==> src/hdl/aes_pcbc_pkg.sv <==
package aes_pcbc_pkg;

  typedef enum logic [2:0] {
    ST_IDLE,
    ST_EXP_INIT,
    ST_EXPAND,
    ST_START,
    ST_INIT,
    ST_ROUND,
    ST_DONE
  } state_t;

  typedef enum logic [2:0] {
    REG_KEY_WORD_0 = 3'd0,
    REG_KEY_WORD_1 = 3'd1,
    REG_KEY_WORD_2 = 3'd2,
    REG_KEY_WORD_3 = 3'd3,
    REG_KEY_LENGTH = 3'd4,
    REG_DIRECTION  = 3'd5,
    REG_IV_HIGH    = 3'd6,
    REG_IV_LOW     = 3'd7
  } cfg_reg_t;

  typedef enum logic [1:0] {
    KL_128 = 2'd0,
    KL_192 = 2'd1,
    KL_256 = 2'd2,
    KL_RSV = 2'd3
  } key_len_t;

  localparam logic DIR_DECRYPT = 1'b1;

  localparam int KEY_BYTES_128 = 16;
  localparam int KEY_BYTES_192 = 24;
  localparam int KEY_BYTES_256 = 32;
  localparam int ROUNDS_128 = 10;
  localparam int ROUNDS_192 = 12;
  localparam int ROUNDS_256 = 14;
  localparam int SCHED_BYTES_128 = 176;
  localparam int SCHED_BYTES_192 = 208;
  localparam int SCHED_BYTES_256 = 240;

  localparam logic [7:0] RCON_INIT = 8'h01;
  localparam logic [7:0] GF_POLY   = 8'h1b;
  localparam logic [7:0] GF_MSB    = 8'h80;

  typedef struct packed {
    logic take;
    logic exp_init;
    logic exp_step;
    logic blk_start;
    logic blk_init;
    logic blk_round;
    logic out_load;
  } ctrl_cmd_t;

  typedef struct packed {
    logic exp_last;
    logic round_last;
    logic out_busy;
    logic key_wr;
  } dp_stat_t;

  localparam logic [7:0] SBOX [256] = '{
    8'h63,8'h7c,8'h77,8'h7b,8'hf2,8'h6b,8'h6f,8'hc5,8'h30,8'h01,8'h67,8'h2b,8'hfe,8'hd7,8'hab,8'h76,
    8'hca,8'h82,8'hc9,8'h7d,8'hfa,8'h59,8'h47,8'hf0,8'had,8'hd4,8'ha2,8'haf,8'h9c,8'ha4,8'h72,8'hc0,
    8'hb7,8'hfd,8'h93,8'h26,8'h36,8'h3f,8'hf7,8'hcc,8'h34,8'ha5,8'he5,8'hf1,8'h71,8'hd8,8'h31,8'h15,
    8'h04,8'hc7,8'h23,8'hc3,8'h18,8'h96,8'h05,8'h9a,8'h07,8'h12,8'h80,8'he2,8'heb,8'h27,8'hb2,8'h75,
    8'h09,8'h83,8'h2c,8'h1a,8'h1b,8'h6e,8'h5a,8'ha0,8'h52,8'h3b,8'hd6,8'hb3,8'h29,8'he3,8'h2f,8'h84,
    8'h53,8'hd1,8'h00,8'hed,8'h20,8'hfc,8'hb1,8'h5b,8'h6a,8'hcb,8'hbe,8'h39,8'h4a,8'h4c,8'h58,8'hcf,
    8'hd0,8'hef,8'haa,8'hfb,8'h43,8'h4d,8'h33,8'h85,8'h45,8'hf9,8'h02,8'h7f,8'h50,8'h3c,8'h9f,8'ha8,
    8'h51,8'ha3,8'h40,8'h8f,8'h92,8'h9d,8'h38,8'hf5,8'hbc,8'hb6,8'hda,8'h21,8'h10,8'hff,8'hf3,8'hd2,
    8'hcd,8'h0c,8'h13,8'hec,8'h5f,8'h97,8'h44,8'h17,8'hc4,8'ha7,8'h7e,8'h3d,8'h64,8'h5d,8'h19,8'h73,
    8'h60,8'h81,8'h4f,8'hdc,8'h22,8'h2a,8'h90,8'h88,8'h46,8'hee,8'hb8,8'h14,8'hde,8'h5e,8'h0b,8'hdb,
    8'he0,8'h32,8'h3a,8'h0a,8'h49,8'h06,8'h24,8'h5c,8'hc2,8'hd3,8'hac,8'h62,8'h91,8'h95,8'he4,8'h79,
    8'he7,8'hc8,8'h37,8'h6d,8'h8d,8'hd5,8'h4e,8'ha9,8'h6c,8'h56,8'hf4,8'hea,8'h65,8'h7a,8'hae,8'h08,
    8'hba,8'h78,8'h25,8'h2e,8'h1c,8'ha6,8'hb4,8'hc6,8'he8,8'hdd,8'h74,8'h1f,8'h4b,8'hbd,8'h8b,8'h8a,
    8'h70,8'h3e,8'hb5,8'h66,8'h48,8'h03,8'hf6,8'h0e,8'h61,8'h35,8'h57,8'hb9,8'h86,8'hc1,8'h1d,8'h9e,
    8'he1,8'hf8,8'h98,8'h11,8'h69,8'hd9,8'h8e,8'h94,8'h9b,8'h1e,8'h87,8'he9,8'hce,8'h55,8'h28,8'hdf,
    8'h8c,8'ha1,8'h89,8'h0d,8'hbf,8'he6,8'h42,8'h68,8'h41,8'h99,8'h2d,8'h0f,8'hb0,8'h54,8'hbb,8'h16
  };

  localparam logic [7:0] INV_SBOX [256] = '{
    8'h52,8'h09,8'h6a,8'hd5,8'h30,8'h36,8'ha5,8'h38,8'hbf,8'h40,8'ha3,8'h9e,8'h81,8'hf3,8'hd7,8'hfb,
    8'h7c,8'he3,8'h39,8'h82,8'h9b,8'h2f,8'hff,8'h87,8'h34,8'h8e,8'h43,8'h44,8'hc4,8'hde,8'he9,8'hcb,
    8'h54,8'h7b,8'h94,8'h32,8'ha6,8'hc2,8'h23,8'h3d,8'hee,8'h4c,8'h95,8'h0b,8'h42,8'hfa,8'hc3,8'h4e,
    8'h08,8'h2e,8'ha1,8'h66,8'h28,8'hd9,8'h24,8'hb2,8'h76,8'h5b,8'ha2,8'h49,8'h6d,8'h8b,8'hd1,8'h25,
    8'h72,8'hf8,8'hf6,8'h64,8'h86,8'h68,8'h98,8'h16,8'hd4,8'ha4,8'h5c,8'hcc,8'h5d,8'h65,8'hb6,8'h92,
    8'h6c,8'h70,8'h48,8'h50,8'hfd,8'hed,8'hb9,8'hda,8'h5e,8'h15,8'h46,8'h57,8'ha7,8'h8d,8'h9d,8'h84,
    8'h90,8'hd8,8'hab,8'h00,8'h8c,8'hbc,8'hd3,8'h0a,8'hf7,8'he4,8'h58,8'h05,8'hb8,8'hb3,8'h45,8'h06,
    8'hd0,8'h2c,8'h1e,8'h8f,8'hca,8'h3f,8'h0f,8'h02,8'hc1,8'haf,8'hbd,8'h03,8'h01,8'h13,8'h8a,8'h6b,
    8'h3a,8'h91,8'h11,8'h41,8'h4f,8'h67,8'hdc,8'hea,8'h97,8'hf2,8'hcf,8'hce,8'hf0,8'hb4,8'he6,8'h73,
    8'h96,8'hac,8'h74,8'h22,8'he7,8'had,8'h35,8'h85,8'he2,8'hf9,8'h37,8'he8,8'h1c,8'h75,8'hdf,8'h6e,
    8'h47,8'hf1,8'h1a,8'h71,8'h1d,8'h29,8'hc5,8'h89,8'h6f,8'hb7,8'h62,8'h0e,8'haa,8'h18,8'hbe,8'h1b,
    8'hfc,8'h56,8'h3e,8'h4b,8'hc6,8'hd2,8'h79,8'h20,8'h9a,8'hdb,8'hc0,8'hfe,8'h78,8'hcd,8'h5a,8'hf4,
    8'h1f,8'hdd,8'ha8,8'h33,8'h88,8'h07,8'hc7,8'h31,8'hb1,8'h12,8'h10,8'h59,8'h27,8'h80,8'hec,8'h5f,
    8'h60,8'h51,8'h7f,8'ha9,8'h19,8'hb5,8'h4a,8'h0d,8'h2d,8'he5,8'h7a,8'h9f,8'h93,8'hc9,8'h9c,8'hef,
    8'ha0,8'he0,8'h3b,8'h4d,8'hae,8'h2a,8'hf5,8'hb0,8'hc8,8'heb,8'hbb,8'h3c,8'h83,8'h53,8'h99,8'h61,
    8'h17,8'h2b,8'h04,8'h7e,8'hba,8'h77,8'hd6,8'h26,8'he1,8'h69,8'h14,8'h63,8'h55,8'h21,8'h0c,8'h7d
  };

  function automatic logic [7:0] xt(input logic [7:0] a);
    xt = {a[6:0], 1'b0} ^ (((a & GF_MSB) != 8'h00) ? GF_POLY : 8'h00);
  endfunction

  function automatic logic [31:0] sub_word(input logic [31:0] w);
    sub_word = {SBOX[w[31:24]], SBOX[w[23:16]], SBOX[w[15:8]], SBOX[w[7:0]]};
  endfunction

  function automatic logic [127:0] sub_fwd(input logic [127:0] s);
    logic [127:0] t;
    for (int i = 0; i < 16; i++) t[127-8*i -: 8] = SBOX[s[127-8*i -: 8]];
    sub_fwd = t;
  endfunction

  function automatic logic [127:0] sub_inv(input logic [127:0] s);
    logic [127:0] t;
    for (int i = 0; i < 16; i++) t[127-8*i -: 8] = INV_SBOX[s[127-8*i -: 8]];
    sub_inv = t;
  endfunction

  function automatic logic [127:0] shift_fwd(input logic [127:0] s);
    logic [127:0] t;
    for (int c = 0; c < 4; c++)
      for (int r = 0; r < 4; r++)
        t[127-8*(4*c+r) -: 8] = s[127-8*(4*((c+r)%4)+r) -: 8];
    shift_fwd = t;
  endfunction

  function automatic logic [127:0] shift_inv(input logic [127:0] s);
    logic [127:0] t;
    for (int c = 0; c < 4; c++)
      for (int r = 0; r < 4; r++)
        t[127-8*(4*c+r) -: 8] = s[127-8*(4*((c+4-r)%4)+r) -: 8];
    shift_inv = t;
  endfunction

  function automatic logic [127:0] mix_fwd(input logic [127:0] s);
    logic [127:0] t;
    logic [7:0] a0, a1, a2, a3;
    for (int c = 0; c < 4; c++) begin
      a0 = s[127-32*c -: 8];
      a1 = s[119-32*c -: 8];
      a2 = s[111-32*c -: 8];
      a3 = s[103-32*c -: 8];
      t[127-32*c -: 8] = xt(a0) ^ xt(a1) ^ a1 ^ a2 ^ a3;
      t[119-32*c -: 8] = a0 ^ xt(a1) ^ xt(a2) ^ a2 ^ a3;
      t[111-32*c -: 8] = a0 ^ a1 ^ xt(a2) ^ xt(a3) ^ a3;
      t[103-32*c -: 8] = xt(a0) ^ a0 ^ a1 ^ a2 ^ xt(a3);
    end
    mix_fwd = t;
  endfunction

  function automatic logic [7:0] m9(input logic [7:0] a);
    m9 = xt(xt(xt(a))) ^ a;
  endfunction

  function automatic logic [7:0] m11(input logic [7:0] a);
    m11 = xt(xt(xt(a))) ^ xt(a) ^ a;
  endfunction

  function automatic logic [7:0] m13(input logic [7:0] a);
    m13 = xt(xt(xt(a))) ^ xt(xt(a)) ^ a;
  endfunction

  function automatic logic [7:0] m14(input logic [7:0] a);
    m14 = xt(xt(xt(a))) ^ xt(xt(a)) ^ xt(a);
  endfunction

  function automatic logic [127:0] mix_inv(input logic [127:0] s);
    logic [127:0] t;
    logic [7:0] a0, a1, a2, a3;
    for (int c = 0; c < 4; c++) begin
      a0 = s[127-32*c -: 8];
      a1 = s[119-32*c -: 8];
      a2 = s[111-32*c -: 8];
      a3 = s[103-32*c -: 8];
      t[127-32*c -: 8] = m14(a0) ^ m11(a1) ^ m13(a2) ^ m9(a3);
      t[119-32*c -: 8] = m9(a0) ^ m14(a1) ^ m11(a2) ^ m13(a3);
      t[111-32*c -: 8] = m13(a0) ^ m9(a1) ^ m14(a2) ^ m11(a3);
      t[103-32*c -: 8] = m11(a0) ^ m13(a1) ^ m9(a2) ^ m14(a3);
    end
    mix_inv = t;
  endfunction

  function automatic logic [3:0] lvl_nk(input logic [1:0] lvl);
    case (lvl)
      KL_128:  lvl_nk = 4'(KEY_BYTES_128 / 4);
      KL_192:  lvl_nk = 4'(KEY_BYTES_192 / 4);
      default: lvl_nk = 4'(KEY_BYTES_256 / 4);
    endcase
  endfunction

  function automatic logic [3:0] lvl_nr(input logic [1:0] lvl);
    case (lvl)
      KL_128:  lvl_nr = 4'(ROUNDS_128);
      KL_192:  lvl_nr = 4'(ROUNDS_192);
      default: lvl_nr = 4'(ROUNDS_256);
    endcase
  endfunction

endpackage

==> src/hdl/aes_pcbc_ctrl.sv <==
module aes_pcbc_ctrl (
  input  logic                   clk,
  input  logic                   rst_n,
  input  logic                   in_valid,
  output logic                   in_ready,
  input  aes_pcbc_pkg::dp_stat_t stat,
  output aes_pcbc_pkg::ctrl_cmd_t cmd
);

  aes_pcbc_pkg::state_t state_r, state_nxt;
  logic sched_ready_r, sched_ready_nxt;

  always_ff @(posedge clk) begin
    if (!rst_n) begin
      state_r       <= aes_pcbc_pkg::ST_IDLE;
      sched_ready_r <= 1'b0;
    end else begin
      state_r       <= state_nxt;
      sched_ready_r <= sched_ready_nxt;
    end
  end

  always_comb begin
    state_nxt       = state_r;
    sched_ready_nxt = sched_ready_r;
    cmd             = '0;
    in_ready        = 1'b0;
    if (stat.key_wr) begin
      sched_ready_nxt = 1'b0;
    end
    unique case (state_r)
      aes_pcbc_pkg::ST_IDLE: begin
        in_ready = 1'b1;
        if (in_valid) begin
          cmd.take  = 1'b1;
          state_nxt = sched_ready_r ? aes_pcbc_pkg::ST_START : aes_pcbc_pkg::ST_EXP_INIT;
        end
      end
      aes_pcbc_pkg::ST_EXP_INIT: begin
        cmd.exp_init = 1'b1;
        state_nxt    = aes_pcbc_pkg::ST_EXPAND;
      end
      aes_pcbc_pkg::ST_EXPAND: begin
        cmd.exp_step = 1'b1;
        if (stat.exp_last) begin
          sched_ready_nxt = 1'b1;
          state_nxt       = aes_pcbc_pkg::ST_START;
        end
      end
      aes_pcbc_pkg::ST_START: begin
        cmd.blk_start = 1'b1;
        state_nxt     = aes_pcbc_pkg::ST_INIT;
      end
      aes_pcbc_pkg::ST_INIT: begin
        cmd.blk_init = 1'b1;
        state_nxt    = aes_pcbc_pkg::ST_ROUND;
      end
      aes_pcbc_pkg::ST_ROUND: begin
        cmd.blk_round = 1'b1;
        if (stat.round_last) begin
          state_nxt = aes_pcbc_pkg::ST_DONE;
        end
      end
      aes_pcbc_pkg::ST_DONE: begin
        if (!stat.out_busy) begin
          cmd.out_load = 1'b1;
          state_nxt    = aes_pcbc_pkg::ST_IDLE;
        end
      end
      default: begin
        state_nxt = aes_pcbc_pkg::ST_IDLE;
      end
    endcase
  end

endmodule

==> config.mk <==
export PLATFORM = sky130hd
export DESIGN_NAME = aes_pcbc_ctrl
export DESIGN_NICKNAME = d
export VERILOG_FILES = /design/src/hdl/aes_pcbc_pkg.sv /design/src/hdl/aes_pcbc_ctrl.sv
export SDC_FILE = /design/constraint.sdc
export NUM_CORES = 1
export LEC_CHECK = 0
export ABC_CLOCK_PERIOD_IN_PS = 1400
export BUFFER_PORTS_ARGS = -buffer_cell sky130_fd_sc_hd__buf_2
export CORE_AREA = 2 2 39 41
export CTS_CLUSTER_DIAMETER = 100
export DETAILED_ROUTE_END_ITERATION = 8
export DIE_AREA = 0 0 41 43
export GPL_ROUTABILITY_DRIVEN = 0
export PLACE_DENSITY = 0.54
export SETUP_SLACK_MARGIN = 0.4
export SLEW_MARGIN = 20
export SYNTH_ARGS = -nofsm -noshare
export SYNTH_HDL_FRONTEND = slang
export SYNTH_SLANG_ARGS = --single-unit
==> constraint.sdc <==
create_clock -name clk -period 1.4 [get_ports clk]
set_input_delay 0.07 -clock clk [delete_from_list [all_inputs] [get_ports clk]]
set_output_delay 0.07 -clock clk [all_outputs]
set_load 0.02 [all_outputs]
==> results_dict.tcl, run 1 <==
set metrics [dict create \
    outcome "complete, no violations" \
    ant_nets 0 \
    worstMarginPinSlew_ns 0.177 \
    cp-startpoint "state_r[1]" \
    min_from "rst_n" \
    synth_area_leaders "dfxtp_1 (28%), buf_6 (12%), nor3b_4 (6.6%), a21oi_1 (5.3%), nor3_1 (5.3%)" \
    rsz0062_at_grt "true" \
    crit_chain "buf_6, nor3b_4, buf_6" \
    cp.depth 3 \
    whs_ns 0.100 \
    slew_viol_final 0 \
    vdd_drop_max_mv 0.387 \
    max_freq_mhz 895 \
    synth-edff-count 0 \
    synth_area_um2 285 \
    fin_cells 75 \
    firstDrtPassIters 1 \
    core-area_um2 1380 \
    die_h_um 43 \
    syn_nets 40 \
    cp_common_cell "buf_6" \
    ys_warn_count 0 \
    end_kind "output pin" \
    fin_nets 68 \
    wl_per_cell_um 10.4 \
    drc 0 \
    power.leakage_uw 0.000259 \
    dieArea_um2 1760 \
    relSlewSlack_pct 88.2 \
    clock-sinks 4 \
    ys_types 19 \
    drtIter0Drc 0 \
    rr_endpoint "state_r[1]" \
    yosysTopAreaCell "dfxtp_1" \
    hold_viol_final 0 \
    initial_utilization_pct 20.6 \
    path_class "reg2out" \
    vias 323 \
    dp_cells 61 \
    htree_levels 1 \
    wirelength_um 777 \
    hp-class "in2reg" \
    cts_buffer_depth 2 \
    fin_crit_ns 1.12 \
    worstPathArrival_ns 1.05 \
    synthCells 33 \
    antennaDiodeCount 0 \
    port_buffers 14 \
    placementRows 14 \
    grt-ovfl-total 0 \
    fin_area_um2 598 \
    antenna_found_initial 0 \
    worstPathRequired_ns 1.33 \
    finalSetupViolCount 0 \
    cts-root-buf "clkbuf_4" \
    area_delta_synth_final_pct 110 \
    cts.clk_slew.worst_paths_ns 0.04 \
    grt_pass1_wl_um 1260 \
    crit_end "cmd[3]" \
    synth-seq-cells 4 \
    cts_made_buffers 3 \
    fin_crit_sh_pct 79.8 \
    cpLargestDelayFamily "flip-flops" \
    p_total_uw 595 \
    drive_above_1_share_pct 76.3 \
    cts_tree "yes" \
    grt_pass1_vias 316 \
    tns_ns 0 \
    seq_area_frac_synth_pct 28.1 \
    async_flop_share_pct 0 \
    maxCapViolCount 0 \
    yosysMostFrequentCell "dfxtp_1" \
    placed_area_um2 365 \
    synthTopCellsByCount "dfxtp_1 (4), a21oi_1 (3), buf_6 (3), nor2_1 (3), nor3_1 (3)" \
    crit_path_start_kind "flop" \
    synth_top_cell_area_share_pct 28.1 \
    clock_latency_ns 0.22 \
    grt_max_degree 7 \
    ff2ff_path_depth 5 \
    slowest_delay_ns 0.36 \
    io_pins 15 \
    yosys_most_used_dff "dfxtp_1" \
    die_x_um 41 \
    gr-usage-all-layers_pct 10.8 \
    vias_per_cell 4.31 \
    path_max_fanout 5 \
    crit_buf_inv 2 \
    holdBufCountCts 0 \
    cp_slowest_cell "dfxtp_4" \
    r2r_start "state_r[1]" \
    setup.reg_to_reg.worst_slack_ns 0.37 \
    dp_hpwl_um 478 \
    synth.avg_cell_area_um2 8.64 \
    nFillCells 139 \
    clock_skew_ns 0.00245 \
    p_per_area_nw_per_um2 994 \
]
==> worst reg2reg max path: stages (launching register included) <==
cell and delay (ns):
dfxtp_4 0.35, buf_6 0.12, buf_6 0.11, a21oi_2 0.10
o21ai_1 0.07, and3_1 0.16
==> state kept, by name, summed over array words and instances, names as in the netlist <==
register	flops
state_r	3
sched_ready_r	1
==> layer usage <==
metal	wire length (um)	global-route usage [%]	up-vias
met4	0	6.00	0
li1	-	-	168
met2	463	17.5	6
met1	280	11.9	149
met5	0	0	-
met3	32	3.14	0
==> worst min path at each step <==
stage	endpoint	slack, ns	cells past startpoint
2_1_floorplan	sched_ready_r	0.19	1
3_3_place_gp	sched_ready_r	0.34	2
3_5_place_dp	sched_ready_r	0.34	2
4_1_cts	state_r[0]	0.1	2
5_1_grt	state_r[0]	0.09	2
6_report	state_r[0]	0.10	2
==> power breakdown <==
group / switching (uW) / internal [uW] / leakage, uW
Clock: 38.7 / 95.3 / 0.0000138
Sequential: 22.7 / 131 / 0.0000348
Combinational: 133 / 174 / 0.000210
==> layout make-up <==
class	count	area, um2	share of cell area (%)
clock buffers	3	22.5	3.77
inverters	1	6.26	1.05
multi-input cells	25	233	38.9
flip-flops and latches	4	91.3	15.3
well taps	16	20.0	3.35
repair buffers	26	225	37.7
==> metrics by stage <==
| stage | worst slack, ns | util (%) |
|---|---|---|
| floorplan | 0.335 | - |
| global placement | 0.213 | 26.4 |
| detailed placement | 0.222 | 26.4 |
| CTS | 0.285 | 38.1 |
| global route | 0.212 | 43.2 |
| finish | 0.282 | 43.2 |
==> layout by cell type, fill, tap and decap left out <==
| cell type | n |
|---|---|
| buf_6 | 12 |
| buf_4 | 8 |
| buf_2 | 6 |
| clkbuf_4 | 3 |
| dfxtp_4 | 3 |
| nor3_2 | 2 |
| nor3b_4 | 2 |
| nor2_4 | 2 |
| nand2b_1 | 2 |
| a21oi_1 | 2 |
| o21a_1 | 2 |
| o21ai_1 | 2 |
| inv_4 | 1 |
| nand2b_4 | 1 |
| nor3_4 | 1 |
| nor2b_4 | 1 |
| and3_4 | 1 |
| nor2_1 | 1 |
| and2_4 | 1 |
| o31a_1 | 1 |
| a21boi_1 | 1 |
| nor2b_1 | 1 |
| a21oi_2 | 1 |
| and3_1 | 1 |
| dfxtp_1 | 1 |
==> timing repair <==
item	4_1_cts	5_1_grt
setup endpoints to repair	12	12
gates resized for setup	29	15
setup buffers	9	2
hold endpoints to repair	0	0
gates cloned	0	0
pin swaps	4	7
==> cell families (layout without fill, tap and decap cells) <==
family,after synthesis,count (layout),share of synthesized area [%]
flip-flops,4,4,28.1
AND/OR/NAND/NOR,16,16,39.0
buffers and inverters,4,30,13.2
AO/OA/AOI/OAI,9,9,19.7
No activity file was read; power rests on OpenSTA's default activity.
==> run 2, diff against run 1 <==
--- a/config.mk
+++ b/config.mk
@@ -5,14 +5,14 @@
 export SDC_FILE = /design/constraint.sdc
 export NUM_CORES = 1
 export LEC_CHECK = 0
-export ABC_CLOCK_PERIOD_IN_PS = 1400
+export ABC_CLOCK_PERIOD_IN_PS = 950
 export BUFFER_PORTS_ARGS = -buffer_cell sky130_fd_sc_hd__buf_2
 export CORE_AREA = 2 2 39 41
 export CTS_CLUSTER_DIAMETER = 100
 export DETAILED_ROUTE_END_ITERATION = 8
 export DIE_AREA = 0 0 41 43
 export GPL_ROUTABILITY_DRIVEN = 0
-export PLACE_DENSITY = 0.54
+export PLACE_DENSITY = 0.56
 export SETUP_SLACK_MARGIN = 0.4
 export SLEW_MARGIN = 20
 export SYNTH_ARGS = -nofsm -noshare
==> constraint.sdc (replaced) <==
create_clock -name clk -period 0.95 [get_ports clk]
set_input_delay 0.0475 -clock clk [delete_from_list [all_inputs] [get_ports clk]]
set_output_delay 0.0475 -clock clk [all_outputs]
set_load 0.02 [all_outputs]
==> results_dict.tcl, run 2 (synthesis results as in run 1) <==
set metrics [dict create \
    drtIter0Drc 0 \
    core-area_um2 1380 \
    min_to "state_r[0]" \
    path_max_fanout 6 \
    whs_ns 0.0729 \
    cts-root-buf "clkbuf_4" \
    hp-class "in2reg" \
    crit_buf_inv 2 \
    clock_skew_ns 0.00644 \
    maxCapViolCount 0 \
    cts_made_buffers 3 \
    path_class "reg2out" \
    rsz0062_at_grt "true" \
    layout_common_cells "buf_6 (13), buf_4 (8), buf_2 (6)" \
    ant_nets 0 \
    finalSetupViolCount 12 \
    ff2ff_path_depth 4 \
    cp-startpoint "state_r[0]" \
    port_buffers 14 \
    cts_tree "yes" \
    cts_buffer_depth 2 \
    wl_per_cell_um 12.3 \
    rr_endpoint "state_r[0]" \
    io_pins 15 \
    p_sw_uw 307 \
    relSlewSlack_pct 87.0 \
    fin_nets 69 \
    initial_utilization_pct 20.6 \
    end_kind "output pin" \
    p_int_uw 590 \
    outcome "complete, but fails checks" \
    die_h_um 43 \
    ff_latch_area_um2 91.3 \
    slew_viol_final 0 \
    vias_per_cell 4.47 \
    cp_common_cell "buf_6" \
    power.leakage_uw 0.000273 \
    cts.clk_slew.worst_paths_ns 0.04 \
    layout_commonest_cell "buf_6" \
    wirelength_um 933 \
    cpLargestDelayFamily "flip-flops" \
    swShare_pct 34.3 \
    die_x_um 41 \
    gr-usage-all-layers_pct 13.4 \
    max_freq_mhz 869 \
    worstPathArrival_ns 1.10 \
    r2r_start "state_r[2]" \
    setup_slack_ns -0.201 \
    drc 0 \
    cp_slowest_cell "dfxtp_4" \
    reg_top3 "state_r (3), sched_ready_r (1)" \
    min_from "rst_n" \
    area_delta_synth_final_pct 119 \
    vdd_drop_max_mv 0.789 \
    grt_pass1_wl_um 1520 \
    grt_max_degree 7 \
    largest_register_ffs 3 \
    clock_power_share_pct 24.5 \
    clock_latency_ns 0.24 \
    drive_above_1_share_pct 81.7 \
    multi_input_area_um2 251 \
    worstPathRequired_ns 0.90 \
    worstMarginPinSlew_ns 0.194 \
    violations "negative setup slack" \
    dp_slack_ns -0.121 \
    hold_depth 2 \
    slowest_delay_ns 0.36 \
    pwr-share-seq_pct 25.0 \
    clock-sinks 4 \
    fin_crit_sh_pct 121 \
    crit_chain "nand2b_4, buf_6, nor3_4, buf_6" \
    hold_viol_final 0 \
    antenna_found_initial 0 \
    setup.reg_to_reg.worst_slack_ns -0.08 \
    fin_crit_ns 1.15 \
    vias 340 \
    grt-ovfl-total 0 \
    grt_pass1_vias 358 \
    p_comb_share_pct 50.5 \
    placementRows 14 \
    firstDrtPassIters 1 \
    nFillCells 129 \
    p_per_area_nw_per_um2 1440 \
    holdBufCountCts 0 \
    antennaDiodeCount 0 \
    crit_path_start_kind "flop" \
    htree_levels 1 \
    p_total_uw 898 \
    dieArea_um2 1760 \
    top_register "state_r" \
]
==> run 2: worst max-delay path by stage <==
stage          cells after the start          to
3_5_place_dp                       3      cmd[3]
5_1_grt                            3      cmd[3]
4_1_cts                            4      cmd[6]
6_report                           4      cmd[6]
3_3_place_gp                       3  state_r[0]
2_1_floorplan                      4  state_r[0]
==> run 2: final cells by class <==
type | count | share of cell area (%)
Multi-Input combinational cell | 25 | 40.2
Timing Repair Buffer | 27 | 37.8
Sequential cell | 4 | 14.6
Clock buffer | 3 | 3.60
Tap cell | 16 | 3.20
Inverter | 1 | 0.600
==> run 2: power groups by stage <==
stage,registers [uW],logic (uW),clock network [uW]
finish,225,453,220
global route,229,486,247
CTS,220,415,229
detailed placement,219,316,0
global placement,219,315,0
floorplan,200,241,0
==> run 2: per-layer routing <==
metal	share of wire (%)	vias up	track usage (%)
met5	0	-	0
met4	0	0	6.00
met3	3.4	0	6.28
met2	59	7	23.1
met1	38	167	12.5
li1	-	166	-
==> run 2: worst register-to-register path, cell delays in order (launching register included) <==
cell and delay (ns):
dfxtp_4 0.39, buf_6 0.12, nor3b_4 0.04, and2_4 0.16
o31a_1 0.23
==> run 2: through the flow <==
stage | utilization [%] | instances | instance area (um2) | TNS (ns)
2_1_floorplan | - | 33 | 323 | -0.397
3_3_place_gp | 31.7 | 68 | 439 | -0.553
3_5_place_dp | 31.7 | 68 | 439 | -0.622
4_1_cts | 41.8 | 74 | 578 | -1.43
5_1_grt | 45.2 | 76 | 626 | -2.06
6_report | 45.2 | 76 | 626 | -1.48
==> run 2: timing repair <==
action | CTS | global route
resized for setup | 31 | 9
endpoints found under the setup margin | 12 | 12
pin swaps | 6 | 4
buffers inserted | 3 | 2
==> run 3, diff against run 2 <==
==> constraint.sdc (replaced) <==
create_clock -name clk -period 0.95 [get_ports clk]
set_input_delay 0.0475 -clock clk [delete_from_list [all_inputs] [get_ports clk]]
set_output_delay 0.0475 -clock clk [all_outputs]
set_load 0.05 [all_outputs]
==> results_dict.tcl, run 3 (synthesis results as in run 1) <==
set metrics [dict create \
    hold_viol_final 0 \
    layout_common_cells "buf_4 (10), buf_6 (8), buf_2 (6)" \
    grt_max_degree 9 \
    nFillCells 132 \
    end_kind "output pin" \
    multi_input_area_um2 272 \
    violations "negative setup slack" \
    min_from "rst_n" \
    port_buffers 14 \
    cts.clk_slew.worst_paths_ns 0.04 \
    worstMarginPinSlew_ns 0.179 \
    wl_per_cell_um 12.8 \
    cts_made_buffers 3 \
    worstPathArrival_ns 1.16 \
    p_per_area_nw_per_um2 1570 \
    hp-class "in2reg" \
    io_pins 15 \
    cpLargestDelayFamily "flip-flops" \
    holdBufCountCts 0 \
    grt_pass1_wl_um 1480 \
    ant_nets 0 \
    cp_common_cell "buf_6" \
    rr_endpoint "state_r[1]" \
    clock-sinks 4 \
    cts-root-buf "clkbuf_4" \
    setup.reg_to_reg.worst_slack_ns -0.20 \
    clock_skew_ns 0.00295 \
    antenna_found_initial 0 \
    dieArea_um2 1760 \
    fin_nets 70 \
    power.leakage_uw 0.000281 \
    cts_buffer_depth 2 \
    outcome "complete, but fails checks" \
    r2r_start "state_r[0]" \
    cts_tree "yes" \
    area_delta_synth_final_pct 134 \
    hold_depth 2 \
    worstPathRequired_ns 0.90 \
    fin_crit_sh_pct 127 \
    drive_above_1_share_pct 85.2 \
    core-area_um2 1380 \
    vdd_drop_max_mv 0.782 \
    die_h_um 43 \
    ff_latch_area_um2 88.8 \
    finalSetupViolCount 12 \
    htree_levels 1 \
    reg_top3 "state_r (3), sched_ready_r (1)" \
    dp_hpwl_um 603 \
    maxCapViolCount 0 \
    rsz0062_at_grt "true" \
    vias_per_cell 4.48 \
    min_to "state_r[2]" \
    max_freq_mhz 828 \
    grt_pass1_vias 346 \
    die_x_um 41 \
    layout_commonest_cell "buf_4" \
    drc 0 \
    placementRows 14 \
    cp_slowest_cell "dfxtp_2" \
    largest_register_ffs 3 \
    path_class "reg2out" \
    whs_ns 0.0707 \
    path_max_fanout 3 \
    slew_viol_final 0 \
    crit_buf_inv 2 \
    grt-ovfl-total 0 \
    gr-usage-all-layers_pct 13.3 \
    initial_utilization_pct 20.6 \
    relSlewSlack_pct 88.0 \
    clock_latency_ns 0.24 \
    crit_path_start_kind "flop" \
    ff2ff_path_depth 6 \
    firstDrtPassIters 4 \
    crit_chain "buf_6, nand2b_4, nor3_4, buf_6" \
    antennaDiodeCount 0 \
    slowest_delay_ns 0.33 \
    vias 345 \
    top_register "state_r" \
    drtIter0Drc 5 \
    setup_slack_ns -0.258 \
    wirelength_um 987 \
    dp_slack_ns -0.142 \
    fin_crit_ns 1.21 \
]
==> run 3: changes by cell type in the layout (fill, tap and decap cells not counted), moves of 2 or more <==
cell     previous run  this run
buf_4               8        10
buf_6              13         8
nor3_4              1         3
buf_8               0         3
nor3_2              2         0
a21oi_2             1         3
a21oi_1             2         0
==> run 3: final cells by class <==
class / count / area share [%]
clock buffers: 3 / 3.38
flip-flops and latches: 4 / 13.3
well taps: 16 / 3.00
inverters: 1 / 0.563
multi-input cells: 25 / 40.7
repair buffers: 28 / 39.0
==> run 3: stage by stage <==
stage | instances | area (um2) | TNS, ns | util (%) | power [uW]
3_5_place_dp | 68 | 453 | -0.792 | 32.7 | 641
3_3_place_gp | 68 | 453 | -0.558 | 32.7 | 635
2_1_floorplan | 33 | 324 | -2.53 | - | 535
4_1_cts | 74 | 612 | -2.02 | 44.2 | 1000
5_1_grt | 77 | 667 | -2.74 | 48.2 | 1120
6_report | 77 | 667 | -2.13 | 48.2 | 1050
==> run 3: worst max path at each step <==
stage               startpoint          to  slack [ns]  cells after the start
finish              state_r[0]      cmd[6]       -0.26                      4
global placement    state_r[1]  state_r[0]       -0.10                      3
floorplan           state_r[0]  state_r[0]       -0.37                      4
CTS                 state_r[0]      cmd[6]       -0.30                      4
global route        state_r[0]      cmd[6]       -0.31                      4
detailed placement  state_r[1]  state_r[0]       -0.14                      3
==> run 3: where the power goes <==
| group | internal, uW | switching (uW) | leakage [uW] |
|---|---|---|---|
| registers | 193 | 31.3 | 0.0000345 |
| clock network | 141 | 71.8 | 0.0000138 |
| logic | 291 | 318 | 0.000233 |
==> run 3: repair_timing <==
| action | in CTS | in global routing |
|---|---|---|
| setup buffers | 3 | 3 |
| gates resized for setup | 36 | 8 |
| pin swaps | 6 | 8 |
| endpoints found under the setup margin | 12 | 12 |
==> run 3: routing by layer <==
layer  track usage (%)  vias up  wire length, um
met1              13.5      160              341
met2              21.6       13              597
li1                  -      170                -
met5                 0        -                0
met4              8.00        0               11
met3              4.71        2               37
